`config.mk`:
```
export PLATFORM = sky130hd
export DESIGN_NAME = spectral_channel_averager_core_flat
export DESIGN_NICKNAME = d
export VERILOG_FILES = /design/src/rtl/sca_pkg.sv /design/src/rtl/sca_if.sv /design/src/rtl/spectral_channel_averager_core.sv /design/src/rtl/sca_ctrl.sv /design/src/rtl/sca_datapath.sv /design/src/flat_wrapper.sv
export SDC_FILE = /design/constraint.sdc
export NUM_CORES = 1
export LEC_CHECK = 0
export BUFFER_PORTS_ARGS = -buffer_cell sky130_fd_sc_hd__buf_2
export CORE_MARGIN = 10
export CORE_UTILIZATION = 69
export CTS_BUF_LIST = sky130_fd_sc_hd__clkbuf_2 sky130_fd_sc_hd__clkbuf_4 sky130_fd_sc_hd__clkbuf_8
export DETAILED_ROUTE_END_ITERATION = 8
export PLACE_DENSITY = 0.87
export SYNTH_ARGS = -nofsm -noshare
export SYNTH_HDL_FRONTEND = slang
export SYNTH_SLANG_ARGS = --single-unit
```
`constraint.sdc`:
```
create_clock -name clock -period 6.8 [get_ports clock]
set_input_delay 1.02 -clock clock [delete_from_list [all_inputs] [get_ports clock]]
set_output_delay 1.02 -clock clock [all_outputs]
set_load 0.01 [all_outputs]
```
`src/rtl/sca_pkg.sv`:
```
// Package for the spectral channel averager: widths, register indexes,
// controller state and the command/status structs shared by the core, controller and datapath.
// No dependencies.
`default_nettype none

package sca_pkg;

   localparam int SAMPLE_BITS    = 16;
   localparam int MAX_CHANNELS   = 4096;
   localparam int CHAN_BITS      = $clog2(MAX_CHANNELS);
   localparam int NEW_BITS       = CHAN_BITS + 1;
   localparam int FACTOR_BITS    = 12;
   localparam int SUM_BITS       = SAMPLE_BITS + FACTOR_BITS;
   localparam int DIV_CNT_BITS   = $clog2(SUM_BITS);
   localparam int CSR_DATA_BITS  = 13;
   localparam int CSR_INDEX_BITS = 2;

   localparam logic [CSR_INDEX_BITS-1:0] CSR_FACTOR        = 2'd0;
   localparam logic [CSR_INDEX_BITS-1:0] CSR_FIRST_CHANNEL = 2'd1;
   localparam logic [CSR_INDEX_BITS-1:0] CSR_NEW_CHANNELS  = 2'd2;

   typedef enum logic [1:0] {
      ST_IDLE,
      ST_DIV,
      ST_EMIT
   } sca_state_type;

   typedef struct packed {
      logic accept;
      logic div_step;
      logic load_out;
   } sca_cmd_type;

   typedef struct packed {
      logic ch0_hit;
      logic grp_done;
      logic div_last;
   } sca_status_type;

endpackage

`default_nettype wire

```
`src/rtl/sca_if.sv`:
```
// Handshake interfaces for the sample input channel and the result channel.
// Depends on sca_pkg for field widths.
`default_nettype none

interface sca_req_if;
   logic                                      valid;
   logic                                      ready;
   logic signed [sca_pkg::SAMPLE_BITS-1:0]    sample_re;
   logic signed [sca_pkg::SAMPLE_BITS-1:0]    sample_im;
   logic                                      sample_flag;
   logic                                      spectrum_end;

   modport source (output valid, sample_re, sample_im, sample_flag, spectrum_end,
                   input ready);
   modport sink   (input valid, sample_re, sample_im, sample_flag, spectrum_end,
                   output ready);
endinterface

interface sca_rsp_if;
   logic                                      valid;
   logic                                      ready;
   logic        [sca_pkg::CHAN_BITS-1:0]      out_channel;
   logic signed [sca_pkg::SAMPLE_BITS-1:0]    avg_re;
   logic signed [sca_pkg::SAMPLE_BITS-1:0]    avg_im;
   logic                                      avg_flag;
   logic                                      out_last;

   modport source (output valid, out_channel, avg_re, avg_im, avg_flag, out_last,
                   input ready);
   modport sink   (input valid, out_channel, avg_re, avg_im, avg_flag, out_last,
                   output ready);
endinterface

`default_nettype wire

```
`src/rtl/spectral_channel_averager_core.sv`:
```
// A channel 0 word goes from acceptance through the EMIT state to the result
// load; a word that closes a group first runs the divider steps in DIV. The load
// waits while the result register still holds an unaccepted word.
// A word that yields no result leaves the core in IDLE, ready for the next word; after
// a channel 0 or group-closing word no word is taken until its result is loaded.
// Reset (synchronous): factor, first_channel and new_channels return to 1, all
// spectrum counters and sums clear, no result is pending.
`default_nettype none

module spectral_channel_averager_core (
   input  wire logic                               clock,
   input  wire logic                               reset,
   sca_req_if.sink                                 req_if,
   sca_rsp_if.source                               rsp_if,
   input  wire logic                               csr_write,
   input  wire logic [sca_pkg::CSR_INDEX_BITS-1:0] csr_index,
   input  wire logic [sca_pkg::CSR_DATA_BITS-1:0]  csr_data
);
   import sca_pkg::*;

   sca_cmd_type    cmd;
   sca_status_type status;

   sca_ctrl u_ctrl (
      .clock     (clock),
      .reset     (reset),
      .req_valid (req_if.valid),
      .req_ready (req_if.ready),
      .rsp_valid (rsp_if.valid),
      .rsp_ready (rsp_if.ready),
      .status    (status),
      .cmd       (cmd)
   );

   sca_datapath u_datapath (
      .clock        (clock),
      .reset        (reset),
      .csr_write    (csr_write),
      .csr_index    (csr_index),
      .csr_data     (csr_data),
      .sample_re    (req_if.sample_re),
      .sample_im    (req_if.sample_im),
      .sample_flag  (req_if.sample_flag),
      .spectrum_end (req_if.spectrum_end),
      .cmd          (cmd),
      .status       (status),
      .out_channel  (rsp_if.out_channel),
      .avg_re       (rsp_if.avg_re),
      .avg_im       (rsp_if.avg_im),
      .avg_flag     (rsp_if.avg_flag),
      .out_last     (rsp_if.out_last)
   );

   a_group_busy: assert property (@(posedge clock) disable iff (reset)
      cmd.accept && status.grp_done |=> !req_if.ready && cmd.div_step)
      else $error("closing word did not start the divider");

   a_ch0_emit: assert property (@(posedge clock) disable iff (reset)
      cmd.accept && status.ch0_hit |=> !req_if.ready && !cmd.div_step)
      else $error("channel zero word did not go straight to result load");

   a_load_valid: assert property (@(posedge clock) disable iff (reset)
      cmd.load_out |=> rsp_if.valid)
      else $error("result load did not raise valid");

endmodule

`default_nettype wire

```
`src/rtl/sca_ctrl.sv`:
```
// Controller state machine: accepts words, sequences the divider steps and
// loads the result register. Depends on sca_pkg.
`default_nettype none

module sca_ctrl (
   input  wire logic                    clock,
   input  wire logic                    reset,
   input  wire logic                    req_valid,
   output logic                         req_ready,
   output logic                         rsp_valid,
   input  wire logic                    rsp_ready,
   input  wire sca_pkg::sca_status_type status,
   output sca_pkg::sca_cmd_type         cmd
);
   import sca_pkg::*;

   sca_state_type state_ff, state_in;
   logic          out_valid_ff, out_valid_in;
   logic          out_free;

   assign out_free = !out_valid_ff || rsp_ready;

   always_comb begin
      state_in = state_ff;
      unique case (state_ff)
         ST_IDLE: begin
            if (req_valid) begin
               if (status.ch0_hit) begin
                  state_in = ST_EMIT;
               end else if (status.grp_done) begin
                  state_in = ST_DIV;
               end
            end
         end
         ST_DIV: begin
            if (status.div_last) begin
               state_in = ST_EMIT;
            end
         end
         ST_EMIT: begin
            if (out_free) begin
               state_in = ST_IDLE;
            end
         end
         default: state_in = ST_IDLE;
      endcase
   end

   always_comb begin
      req_ready    = 1'b0;
      cmd          = '0;
      unique case (state_ff)
         ST_IDLE: begin
            req_ready  = 1'b1;
            cmd.accept = req_valid;
         end
         ST_DIV: begin
            cmd.div_step = 1'b1;
         end
         ST_EMIT: begin
            cmd.load_out = out_free;
         end
         default: ;
      endcase
   end

   always_comb begin
      out_valid_in = out_valid_ff;
      if (cmd.load_out) begin
         out_valid_in = 1'b1;
      end else if (rsp_ready) begin
         out_valid_in = 1'b0;
      end
   end

   always_ff @(posedge clock) begin
      if (reset) begin
         state_ff     <= ST_IDLE;
         out_valid_ff <= 1'b0;
      end else begin
         state_ff     <= state_in;
         out_valid_ff <= out_valid_in;
      end
   end

   assign rsp_valid = out_valid_ff;

endmodule

`default_nettype wire

```
`src/rtl/sca_datapath.sv`:
```
// Datapath: configuration registers, spectrum counters, group accumulators,
// bit-serial restoring divider and result register. Depends on sca_pkg.
`default_nettype none

module sca_datapath (
   input  wire logic                                  clock,
   input  wire logic                                  reset,
   input  wire logic                                  csr_write,
   input  wire logic [sca_pkg::CSR_INDEX_BITS-1:0]    csr_index,
   input  wire logic [sca_pkg::CSR_DATA_BITS-1:0]     csr_data,
   input  wire logic signed [sca_pkg::SAMPLE_BITS-1:0] sample_re,
   input  wire logic signed [sca_pkg::SAMPLE_BITS-1:0] sample_im,
   input  wire logic                                  sample_flag,
   input  wire logic                                  spectrum_end,
   input  wire sca_pkg::sca_cmd_type                  cmd,
   output sca_pkg::sca_status_type                    status,
   output logic [sca_pkg::CHAN_BITS-1:0]              out_channel,
   output logic signed [sca_pkg::SAMPLE_BITS-1:0]     avg_re,
   output logic signed [sca_pkg::SAMPLE_BITS-1:0]     avg_im,
   output logic                                       avg_flag,
   output logic                                       out_last
);
   import sca_pkg::*;

   localparam logic [NEW_BITS-1:0]  LIMIT_MAX = NEW_BITS'(MAX_CHANNELS);
   localparam logic [CHAN_BITS-1:0] OLD_MAX   = CHAN_BITS'(MAX_CHANNELS - 1);
   localparam logic [DIV_CNT_BITS-1:0] DIV_LAST = DIV_CNT_BITS'(SUM_BITS - 1);

   logic [FACTOR_BITS-1:0]   factor_ff;
   logic [CHAN_BITS-1:0]     first_ff;
   logic [NEW_BITS-1:0]      newch_ff;

   logic [CHAN_BITS-1:0]     old_index_ff;
   logic [FACTOR_BITS-1:0]   group_count_ff;
   logic signed [SUM_BITS-1:0] sum_re_ff;
   logic signed [SUM_BITS-1:0] sum_im_ff;
   logic                     flag_or_ff;
   logic [NEW_BITS-1:0]      new_index_ff;

   logic [SUM_BITS-1:0]      dvd_re_ff, dvd_im_ff, dvd_re_in, dvd_im_in;
   logic [FACTOR_BITS-1:0]   rem_re_ff, rem_im_ff, rem_re_in, rem_im_in;
   logic                     neg_re_ff, neg_im_ff;
   logic [DIV_CNT_BITS-1:0]  div_cnt_ff;
   logic [CHAN_BITS-1:0]     res_chan_ff;
   logic                     res_flag_ff;
   logic                     res_last_ff;

   logic [CHAN_BITS-1:0]     out_channel_ff;
   logic [SAMPLE_BITS-1:0]   avg_re_ff, avg_im_ff;
   logic                     avg_flag_ff, out_last_ff;

   logic [FACTOR_BITS-1:0]   fct;
   logic [CHAN_BITS-1:0]     start;
   logic [NEW_BITS-1:0]      limit;
   logic                     active, in_group, ch0_hit, grp_done;
   logic signed [SUM_BITS-1:0] sum_re_nx, sum_im_nx;
   logic [FACTOR_BITS-1:0]   gc_nx;
   logic                     grp_last;
   logic [FACTOR_BITS:0]     trial_re, trial_im;
   logic                     ge_re, ge_im;
   logic [SUM_BITS-1:0]      q_re, q_im;

   always_ff @(posedge clock) begin
      if (reset) begin
         factor_ff <= FACTOR_BITS'(1);
         first_ff  <= CHAN_BITS'(1);
         newch_ff  <= NEW_BITS'(1);
      end else if (csr_write) begin
         unique case (csr_index)
            CSR_FACTOR:        factor_ff <= csr_data[FACTOR_BITS-1:0];
            CSR_FIRST_CHANNEL: first_ff  <= csr_data[CHAN_BITS-1:0];
            CSR_NEW_CHANNELS:  newch_ff  <= csr_data[NEW_BITS-1:0];
            default: ;
         endcase
      end
   end

   assign fct   = (factor_ff == '0) ? FACTOR_BITS'(1) : factor_ff;
   assign start = (first_ff == '0) ? CHAN_BITS'(1) : first_ff;
   assign limit = (newch_ff > LIMIT_MAX) ? LIMIT_MAX : newch_ff;

   assign active    = new_index_ff < limit;
   assign ch0_hit   = active && (old_index_ff == '0);
   assign in_group  = active && (old_index_ff >= start);
   assign sum_re_nx = sum_re_ff + SUM_BITS'(sample_re);
   assign sum_im_nx = sum_im_ff + SUM_BITS'(sample_im);
   assign gc_nx     = group_count_ff + FACTOR_BITS'(1);
   assign grp_done  = in_group && (gc_nx >= fct);
   assign grp_last  = spectrum_end || ((new_index_ff + NEW_BITS'(1)) == limit);

   assign status.ch0_hit  = ch0_hit;
   assign status.grp_done = grp_done;
   assign status.div_last = div_cnt_ff == DIV_LAST;

   always_ff @(posedge clock) begin
      if (reset) begin
         old_index_ff   <= '0;
         group_count_ff <= '0;
         sum_re_ff      <= '0;
         sum_im_ff      <= '0;
         flag_or_ff     <= 1'b0;
         new_index_ff   <= '0;
      end else if (cmd.accept) begin
         if (spectrum_end) begin
            old_index_ff   <= '0;
            group_count_ff <= '0;
            sum_re_ff      <= '0;
            sum_im_ff      <= '0;
            flag_or_ff     <= 1'b0;
            new_index_ff   <= '0;
         end else begin
            if (old_index_ff != OLD_MAX) begin
               old_index_ff <= old_index_ff + CHAN_BITS'(1);
            end
            if (ch0_hit) begin
               new_index_ff <= NEW_BITS'(1);
            end else if (grp_done) begin
               group_count_ff <= '0;
               sum_re_ff      <= '0;
               sum_im_ff      <= '0;
               flag_or_ff     <= 1'b0;
               new_index_ff   <= new_index_ff + NEW_BITS'(1);
            end else if (in_group) begin
               group_count_ff <= gc_nx;
               sum_re_ff      <= sum_re_nx;
               sum_im_ff      <= sum_im_nx;
               flag_or_ff     <= flag_or_ff | sample_flag;
            end
         end
      end
   end

   // one quotient bit per step; dividend register collects the quotient
   always_comb begin
      trial_re  = {rem_re_ff, dvd_re_ff[SUM_BITS-1]};
      trial_im  = {rem_im_ff, dvd_im_ff[SUM_BITS-1]};
      ge_re     = trial_re >= {1'b0, fct};
      ge_im     = trial_im >= {1'b0, fct};
      rem_re_in = ge_re ? FACTOR_BITS'(trial_re - {1'b0, fct}) : trial_re[FACTOR_BITS-1:0];
      rem_im_in = ge_im ? FACTOR_BITS'(trial_im - {1'b0, fct}) : trial_im[FACTOR_BITS-1:0];
      dvd_re_in = {dvd_re_ff[SUM_BITS-2:0], ge_re};
      dvd_im_in = {dvd_im_ff[SUM_BITS-2:0], ge_im};
   end

   always_ff @(posedge clock) begin
      if (reset) begin
         div_cnt_ff <= '0;
      end else if (cmd.accept) begin
         div_cnt_ff <= '0;
      end else if (cmd.div_step) begin
         div_cnt_ff <= div_cnt_ff + DIV_CNT_BITS'(1);
      end
   end

   always_ff @(posedge clock) begin
      if (cmd.accept && ch0_hit) begin
         dvd_re_ff   <= '0;
         dvd_im_ff   <= '0;
         neg_re_ff   <= 1'b0;
         neg_im_ff   <= 1'b0;
         res_chan_ff <= '0;
         res_flag_ff <= 1'b1;
         res_last_ff <= spectrum_end || (limit == NEW_BITS'(1));
      end else if (cmd.accept && grp_done) begin
         dvd_re_ff   <= sum_re_nx[SUM_BITS-1] ? SUM_BITS'(-sum_re_nx) : SUM_BITS'(sum_re_nx);
         dvd_im_ff   <= sum_im_nx[SUM_BITS-1] ? SUM_BITS'(-sum_im_nx) : SUM_BITS'(sum_im_nx);
         neg_re_ff   <= sum_re_nx[SUM_BITS-1];
         neg_im_ff   <= sum_im_nx[SUM_BITS-1];
         rem_re_ff   <= '0;
         rem_im_ff   <= '0;
         res_chan_ff <= new_index_ff[CHAN_BITS-1:0];
         res_flag_ff <= flag_or_ff | sample_flag;
         res_last_ff <= grp_last;
      end else if (cmd.div_step) begin
         dvd_re_ff <= dvd_re_in;
         dvd_im_ff <= dvd_im_in;
         rem_re_ff <= rem_re_in;
         rem_im_ff <= rem_im_in;
      end
   end

   assign q_re = neg_re_ff ? (~dvd_re_ff + SUM_BITS'(1)) : dvd_re_ff;
   assign q_im = neg_im_ff ? (~dvd_im_ff + SUM_BITS'(1)) : dvd_im_ff;

   always_ff @(posedge clock) begin
      if (cmd.load_out) begin
         out_channel_ff <= res_chan_ff;
         avg_re_ff      <= q_re[SAMPLE_BITS-1:0];
         avg_im_ff      <= q_im[SAMPLE_BITS-1:0];
         avg_flag_ff    <= res_flag_ff;
         out_last_ff    <= res_last_ff;
      end
   end

   assign out_channel = out_channel_ff;
   assign avg_re      = avg_re_ff;
   assign avg_im      = avg_im_ff;
   assign avg_flag    = avg_flag_ff;
   assign out_last    = out_last_ff;

endmodule

`default_nettype wire
```
`src/flat_wrapper.sv`:
```
// flat-port wrapper written by rule: the top's interface ports become plain ports
module spectral_channel_averager_core_flat import sca_pkg::*;
  (clock, reset, csr_write, csr_index, csr_data, req_if_valid, req_if_sample_re, req_if_sample_im, req_if_sample_flag, req_if_spectrum_end, req_if_ready, rsp_if_valid, rsp_if_out_channel, rsp_if_avg_re, rsp_if_avg_im, rsp_if_avg_flag, rsp_if_out_last, rsp_if_ready);
  sca_req_if req_if_i ();
  sca_rsp_if rsp_if_i ();
  input  wire logic clock;
  input  wire logic reset;
  input  wire logic csr_write;
  input  wire logic [sca_pkg::CSR_INDEX_BITS-1:0] csr_index;
  input  wire logic [sca_pkg::CSR_DATA_BITS-1:0] csr_data;
  input wire logic [$bits(req_if_i.valid)-1:0] req_if_valid;
  input wire logic [$bits(req_if_i.sample_re)-1:0] req_if_sample_re;
  input wire logic [$bits(req_if_i.sample_im)-1:0] req_if_sample_im;
  input wire logic [$bits(req_if_i.sample_flag)-1:0] req_if_sample_flag;
  input wire logic [$bits(req_if_i.spectrum_end)-1:0] req_if_spectrum_end;
  output wire logic [$bits(req_if_i.ready)-1:0] req_if_ready;
  output wire logic [$bits(rsp_if_i.valid)-1:0] rsp_if_valid;
  output wire logic [$bits(rsp_if_i.out_channel)-1:0] rsp_if_out_channel;
  output wire logic [$bits(rsp_if_i.avg_re)-1:0] rsp_if_avg_re;
  output wire logic [$bits(rsp_if_i.avg_im)-1:0] rsp_if_avg_im;
  output wire logic [$bits(rsp_if_i.avg_flag)-1:0] rsp_if_avg_flag;
  output wire logic [$bits(rsp_if_i.out_last)-1:0] rsp_if_out_last;
  input wire logic [$bits(rsp_if_i.ready)-1:0] rsp_if_ready;
  assign req_if_i.valid = req_if_valid;
  assign req_if_i.sample_re = req_if_sample_re;
  assign req_if_i.sample_im = req_if_sample_im;
  assign req_if_i.sample_flag = req_if_sample_flag;
  assign req_if_i.spectrum_end = req_if_spectrum_end;
  assign req_if_ready = req_if_i.ready;
  assign rsp_if_valid = rsp_if_i.valid;
  assign rsp_if_out_channel = rsp_if_i.out_channel;
  assign rsp_if_avg_re = rsp_if_i.avg_re;
  assign rsp_if_avg_im = rsp_if_i.avg_im;
  assign rsp_if_avg_flag = rsp_if_i.avg_flag;
  assign rsp_if_out_last = rsp_if_i.out_last;
  assign rsp_if_i.ready = rsp_if_ready;
  spectral_channel_averager_core u_core (.clock(clock), .reset(reset), .req_if(req_if_i), .rsp_if(rsp_if_i), .csr_write(csr_write), .csr_index(csr_index), .csr_data(csr_data));
endmodule
```
==> out/metrics.csv, run 1 <==
stage;metric;value;unit
clocking;ctsHtreeMaxLevel;2;
worst_setup_path;r2r_end;u_core.u_datapath.dvd_im_ff[5];
yosys;synth_cells;2214;
min_path;min_from;u_core.u_datapath.res_last_ff;
final_layout;ff_latch_area;0.00634;mm2
routing;drt-total-wl;49900;um
yosys;async_reset_ff_share;0;%
clocking;cts_sinks;281;
routing;antenna_left;0;
sta;setup_tns;0;ps
global_routing;grt_pass1_wl;81000;um
yosys;synthFlopType;dfxtp_1;
placement;dp_hpwl;35200;um
die;num_rows;59;
clocking;tritoncts;built;
yosys;yosysUniqueCellTypes;96;
routing;post_drt_wl_per_cell;18.9;um
global_routing;grt_usage;28.4;%
sta;report.final.slew_viol_count;0;
worst_setup_path;critPathRequiredTime;7250;ps
min_path;hold_path_class;register to register;
worst_setup_path;cp-start-kind;register;
final_layout;drive_gt1_share;11.5;%
die;die_h;183;um
yosys;ys_ff_latch;281;
yosys;synth.net_count;2395;
job;maxCapViolations;0;
clocking;root_buffer;clkbuf_8;
sta;layout_min_cycle_time;4740;ps
sta;slew_headroom;15.6;%
worst_setup_path;cp.arrival;5190;ps
worst_setup_path;timing.rr.start;u_core.u_datapath.group_count_ff[0];
pwr;pwr-share-comb;24.7;%
clocking;postCtsSetupBuffers;0;
routing;first_pass_iters;6;
worst_setup_path;crit_type;register to register;
placement;finalWeightedCongestion;0.968;
sta;finalHoldViolations;0;
sta;hold_ws;420;ps
pwr;total_power;4730;uW
min_path;worst_hold_path.endpoint;u_core.u_datapath.out_last;
yosys;ys_warn_count;0;
die;start_util;70.2;%
global_routing;grt_max_degree;82;
worst_setup_path;crit_fanout;46;
sta;worst_slew_pin_slew;1260;ps
die;die_w;183;um
clocking;cts_max_path_buffers;3;
global_routing;grt_pass1_vias;16604;
pwr;swShare;32.4;%
pwr;p_seq_share;41.5;%
pwr;vdd_ir_drop_max;0.193;mV
die;pin_count;102;
clocking;cts_hold_buf;0;
final_layout;fillers;1872;
clocking;cts_resized;0;
yosys;seq_area_frac_synth;34.6;%
worst_setup_path;r2r_slack;2060;ps
worst_setup_path;end_kind;register;
yosys;syn_avg_cell_area;8.26;um2
pwr;p_int;3190;uW
pwr;p_leak;0.00796;uW
placement;place_ws;2180;ps
pwr;netSwitchingPower;1530;uW
sta;skew;32.1;ps
final_layout;nets;2451;
global_routing;grt_overflow;0;
pwr;clkPwrFrac;33.8;%
sta;finalSetupViolCount;0;
sta;rsz0062_at_grt;no;
clocking;path_clk_slew;60;ps
outcome;status;completed;
final_layout;antenna_cells;0;
worst_setup_path;rr_worst_depth;13;
sta;setup_ws;2060;ps
yosys;syn_area;0.0183;mm2
yosys;synth_edf_count;71;
clocking;clkLatencyLatePin;580;ps
min_path;worstHoldPathCells;0;
pwr;power_density;236;mW/mm2
clocking;cts_buffers;45;
final_layout;multi_input_area;0.0113;mm2
die;core_region_area;0.0261;mm2
sta;fin_crit_sh;69.7;%
sta;timing.fmax;211;MHz
placement;io_buffers;101;
routing;vias;17340;
routing;avgViaCountPerCell;6.57;
routing;drc_errors;0;
global_routing;antenna_found_initial;0;
final_layout;area_delta_synth_final;9.28;%
die;die_area;0.0334;mm2
routing;drtIter0Drc;1736;
==> worst max-delay path by stage <==
stage,cells past startpoint,slack (ps),endpoint,start
3_5_place_dp,13,2180,u_core.u_datapath.dvd_re_ff[27],req_if_sample_re[0]
3_3_place_gp,13,2320,u_core.u_datapath.dvd_re_ff[27],req_if_sample_re[0]
2_1_floorplan,12,2600,u_core.u_datapath.dvd_re_ff[27],req_if_sample_re[0]
5_1_grt,13,1870,u_core.u_datapath.dvd_im_ff[5],u_core.u_datapath.group_count_ff[0]
4_1_cts,13,2190,u_core.u_datapath.dvd_im_ff[5],u_core.u_datapath.group_count_ff[0]
6_report,13,2060,u_core.u_datapath.dvd_im_ff[5],u_core.u_datapath.group_count_ff[0]
==> critical path, stage by stage, from the launching register on <==
cell and delay, ps:
dfxtp_1 410, and3_1 260, and3_1 250, and3_1 240, and3_1 260, xor2_1 90
ha_1 320, and4_1 170, o221ai_1 100, o21ai_0 210, and3_1 250, and2_2 800
nand2_1 840, o22ai_1 410
==> layout make-up <==
cell class                 instances  area share (%)
inverter                          70            1.31
tap                              335            2.10
clock buffer                      72            4.61
timing repair buffer             120            3.26
clock inverter                    11           0.413
sequential                       281            31.7
multi-input combinational       1752            56.6
==> synth_stat cells, drive strengths merged, types with 5 or more instances <==
| cell | instances | area share (%) |
|---|---|---|
| a211oi | 19 | 0.89 |
| a21boi | 9 | 0.37 |
| a21o | 33 | 1.4 |
| a21oi | 225 | 6.2 |
| a221oi | 6 | 0.32 |
| a22oi | 32 | 1.3 |
| a31o | 8 | 0.38 |
| a31oi | 34 | 1.2 |
| a41oi | 8 | 0.38 |
| and2 | 14 | 0.48 |
| and3 | 30 | 1.0 |
| and4 | 6 | 0.29 |
| buf | 22 | 0.55 |
| clkbuf | 89 | 1.8 |
| dfxtp | 210 | 23 |
| edfxtp | 71 | 12 |
| ha | 123 | 8.4 |
| inv | 70 | 1.4 |
| mux2 | 8 | 0.49 |
| mux2i | 35 | 1.9 |
| nand2 | 300 | 6.2 |
| nand2b | 14 | 0.48 |
| nand3 | 81 | 2.2 |
| nand3b | 16 | 0.66 |
| nand4 | 35 | 1.2 |
| nor2 | 170 | 3.5 |
| nor2b | 18 | 0.62 |
| nor3 | 57 | 1.6 |
| nor3b | 11 | 0.48 |
| nor4 | 17 | 0.65 |
| nor4b | 6 | 0.44 |
| o211ai | 14 | 0.60 |
| o21a | 13 | 0.53 |
| o21ai | 92 | 2.6 |
| o21bai | 7 | 0.29 |
| o221ai | 6 | 0.29 |
| o22ai | 32 | 1.1 |
| o31ai | 19 | 0.78 |
| or2 | 5 | 0.17 |
| or3 | 29 | 1.0 |
| or4 | 7 | 0.29 |
| xnor2 | 86 | 4.2 |
| xor2 | 70 | 3.4 |
==> cell families after synthesis <==
group	after synthesis	synth area share (%)
buf+inv	181	3.82
mux	43	2.41
compound gates	600	21.0
flops	281	34.6
fa+ha+maj	127	8.85
xor+xnor	156	7.51
simple gates	826	21.8
==> stage by stage <==
step | util [%] | area [um2] | cells
final | 76.7 | 20000 | 2641
after global routing | 76.7 | 20000 | 2641
after CTS | 76.7 | 20000 | 2641
after detailed placement | 72.8 | 19000 | 2558
after global placement | 72.8 | 19000 | 2558
after floorplan | - | 18300 | 2214
==> sequential cells by signal (all words and copies together) (netlist names), 2 cells and up <==
name                              flops
u_core.u_datapath.out_channel        12
u_core.u_datapath.avg_im             16
u_core.u_datapath.newch_ff           13
u_core.u_datapath.rem_re_ff          12
u_core.u_datapath.dvd_im_ff          28
u_core.u_datapath.rem_im_ff          12
u_core.u_datapath.first_ff           12
u_core.u_datapath.res_chan_ff        12
u_core.u_datapath.new_index_ff       13
u_core.u_ctrl.state_ff                2
u_core.u_datapath.old_index_ff       12
u_core.u_datapath.factor_ff          12
u_core.u_datapath.avg_re             16
u_core.u_datapath.dvd_re_ff          28
u_core.u_datapath.sum_im_ff          28
u_core.u_datapath.div_cnt_ff          5
u_core.u_datapath.sum_re_ff          28
u_core.u_datapath.group_count_ff     12
==> cell usage in the layout (no fill, tap or decap), types with 71 or more instances in the layout <==
master	instances
nand2_1	300
a21oi_1	222
dfxtp_1	210
nor2_1	166
ha_1	123
buf_2	100
xnor2_1	85
nand3_1	81
o21ai_0	76
edfxtp_1	71
==> power groups by stage <==
stage	logic [uW]	registers, uW	clock network [uW]
6_report	1170	1960	1600
4_1_cts	1150	1960	1610
5_1_grt	1280	1970	1680
3_3_place_gp	1100	1980	0
3_5_place_dp	1140	1990	0
2_1_floorplan	821	1980	0
==> routing by layer <==
| metal | wire length, um | track usage, % | vias up |
|---|---|---|---|
| li1 | - | - | 8191 |
| met1 | 20800 | 36.6 | 8164 |
| met2 | 23400 | 47.6 | 859 |
| met3 | 4440 | 4.78 | 126 |
| met4 | 1260 | 9.65 | 0 |
| met5 | 0 | 0 | - |
Power figures use the tool's default switching activity.
==> run 2, diff against run 1 <==
Settings changed: CORE_UTILIZATION 69 to 64, PLACE_DENSITY 0.87 to 0.81.
Clock period 6.8 ns to 4.6 ns, I/O delays scaled along.
==> out/metrics.csv, run 2 (synthesis results as in run 1) <==
stage;metric;value;unit;change
final_layout;area_delta_synth_final;11.3;%;was 9.28%
final_layout;final_common_cell;nand2_1;;unchanged
pwr;vdd_ir_drop_max;0.250;mV;was 0.193 mV
worst_setup_path;cp_slowest_cell;dfxtp_1;;was nand2_1
sta;finalSetupViolCount;0;;unchanged
sta;rsz0062_at_grt;no;;unchanged
placement;io_buffers;101;;unchanged
worst_setup_path;cp.arrival;4530;ps;was 5190 ps
sta;hold_ws;362;ps;was 420 ps
clocking;tritoncts;built;;unchanged
sta;setup_tns;0;ps;unchanged
routing;drc_errors;0;;unchanged
global_routing;grt_overflow;0;;unchanged
clocking;cts_hold_buf;0;;unchanged
routing;avgViaCountPerCell;6.26;;was 6.57
worst_setup_path;r2r_end;u_core.u_datapath.dvd_im_ff[22];;was u_core.u_datapath.dvd_im_ff[5]
outcome;status;completed;;unchanged
sta;layout_min_cycle_time;4030;ps;was 4740 ps
die;num_rows;61;;was 59
sta;fin_crit_sh;87.6;%;was 69.7%
global_routing;grt_pass1_wl;81200;um;was 81000 um
worst_setup_path;cp_top_family;simple AND/OR/NAND/NOR gates;;unchanged
clocking;cts_buffers;47;;was 45
worst_setup_path;rr_worst_depth;14;;was 13
die;die_h;189;um;was 183 um
die;core_region_area;0.0280;mm2;was 0.0261 mm2
clocking;path_clk_slew;60;ps;about the same
global_routing;grt_max_degree;88;;was 82
pwr;p_leak;0.00813;uW;was 0.00796 uW
worst_setup_path;crit_type;register to register;;unchanged
routing;drtIter0Drc;1414;;was 1736
worst_setup_path;cp-start-kind;register;;unchanged
final_layout;ff_latch_area;0.00634;mm2;unchanged
die;die_area;0.0357;mm2;was 0.0334 mm2
worst_setup_path;crit_fanout;15;;was 46
routing;drt-total-wl;49400;um;was 49900 um
pwr;power_density;360;mW/mm2;was 236 mW/mm2
final_layout;fillers;2218;;was 1872
worst_setup_path;path_buf_inv;1;;was 0
worst_setup_path;critPathRequiredTime;5100;ps;was 7250 ps
clocking;cts_max_path_buffers;3;;unchanged
sta;skew;27.9;ps;was 32.1 ps
global_routing;antenna_found_initial;0;;unchanged
min_path;worst_hold_path.endpoint;u_core.u_datapath.newch_ff[12];;was u_core.u_datapath.out_last
die;pin_count;102;;unchanged
clocking;clkLatencyLatePin;580;ps;about the same
worst_setup_path;path_common_cell;and3_1;;unchanged
worst_setup_path;r2r_slack;570;ps;was 2060 ps
global_routing;grt_usage;26.7;%;was 28.4%
routing;vias;16957;;was 17340
clocking;postCtsSetupBuffers;0;;unchanged
clocking;ctsHtreeMaxLevel;2;;unchanged
worst_setup_path;crit_chain;and3_1 > and3_1 > and3_1 > and3_1 > xor2_1 > ha_1 > and4_1 > o221ai_1 > o21ai_0 > and3_1 > nand2_1 > buf_4 > or3_1 > a21oi_1;;was and3_1 > and3_1 > and3_1 > and3_1 > xor2_1 > ha_1 > and4_1 > o221ai_1 > o21ai_0 > and3_1 > and2_2 > nand2_1 > o22ai_1
min_path;min_from;csr_data[12];;was u_core.u_datapath.res_last_ff
min_path;worstHoldPathCells;3;;was 0
sta;timing.fmax;248;MHz;was 211 MHz
worst_setup_path;end_kind;register;;unchanged
sta;report.final.slew_viol_count;0;;unchanged
final_layout;antenna_cells;0;;unchanged
job;maxCapViolations;0;;unchanged
final_layout;drive_gt1_share;12.5;%;was 11.5%
final_layout;nets;2474;;was 2451
worst_setup_path;max_stage_delay;410;ps;was 840 ps
routing;post_drt_wl_per_cell;18.3;um;was 18.9 um
routing;antenna_left;0;;unchanged
sta;finalHoldViolations;0;;unchanged
final_layout;multi_input_area;0.0113;mm2;about the same
min_path;hold_path_class;input port to register;;was register to register
die;start_util;65.3;%;was 70.2%
worst_setup_path;timing.rr.start;u_core.u_datapath.group_count_ff[0];;unchanged
sta;slew_headroom;12.1;%;was 15.6%
sta;worst_slew_pin_slew;1320;ps;was 1260 ps
global_routing;grt_pass1_vias;16514;;was 16604
clocking;root_buffer;clkbuf_8;;unchanged
clocking;cts_sinks;281;;unchanged
clocking;cts_resized;0;;unchanged
pwr;total_power;7320;uW;was 4730 uW
routing;first_pass_iters;5;;was 6
placement;dp_hpwl;35400;um;was 35200 um
final_layout;final_cell_mix;nand2_1, a21oi_1, dfxtp_1;;unchanged
die;die_w;189;um;was 183 um
placement;finalWeightedCongestion;0.940;;was 0.968
==> run 2: cell count changes in the layout (fill, tap and decap cells not counted) <==
cell and delta:
buf_12 +2, buf_4 +19, bufinv_16 +6, clkbuf_4 +2
clkbuf_8 -4, clkinv_2 -2, clkinvlp_4 +1, inv_6 -1
inv_8 +1, o21a_1 -1, o21a_2 +1
==> run 2: tightest hold or removal path: stages <==
cell and delay (ps):
buf_2 100, nand2_1 50, a21oi_1 50
==> run 2: worst max-delay path by stage <==
stage / cells after the start / endpoint / startpoint / slack (ps)
CTS: 13 / u_core.u_datapath.dvd_re_ff[6] / u_core.u_datapath.group_count_ff[0] / 660
floorplan: 13 / u_core.u_datapath.rem_im_ff[0] / u_core.u_datapath.group_count_ff[2] / 570
global placement: 13 / u_core.u_datapath.dvd_re_ff[27] / req_if_sample_re[0] / 480
detailed placement: 13 / u_core.u_datapath.dvd_re_ff[27] / req_if_sample_re[0] / 410
global route: 16 / u_core.u_datapath.new_index_ff[6] / u_core.u_datapath.group_count_ff[0] / 350
finish: 14 / u_core.u_datapath.dvd_im_ff[22] / u_core.u_datapath.group_count_ff[0] / 570
==> run 2: final cells by class <==
| cell class | count | share of cell area [%] |
|---|---|---|
| clock buffers | 70 | 4.33 |
| flip-flops and latches | 281 | 31.1 |
| well taps | 378 | 2.32 |
| clock inverters | 16 | 1.29 |
| multi-input cells | 1752 | 55.6 |
| inverters | 70 | 1.29 |
| repair buffers | 141 | 4.09 |
==> run 2: power by group <==
part	switching [uW]	internal [uW]	total (uW)
Sequential	143	2760	2900
Combinational	1080	663	1750
Clock	1050	1630	2680
==> run 2: metal layers <==
metal | wire, um | up-vias | track usage (%)
li1 | - | 8212 | -
met4 | 1220 | 0 | 9.55
met5 | 0 | - | 0
met2 | 23000 | 594 | 43.7
met3 | 3440 | 98 | 4.08
met1 | 21700 | 8053 | 35.0
==> run 2: stage by stage <==
| step | setup WS (ps) | utilization [%] | area (um2) | cells |
|---|---|---|---|---|
| final | 569 | 72.7 | 20400 | 2708 |
| after global routing | 350 | 72.7 | 20400 | 2708 |
| after CTS | 664 | 72.7 | 20400 | 2708 |
| after detailed placement | 414 | 68.6 | 19200 | 2622 |
| after global placement | 476 | 68.6 | 19200 | 2622 |
| after floorplan | 565 | - | 18300 | 2214 |
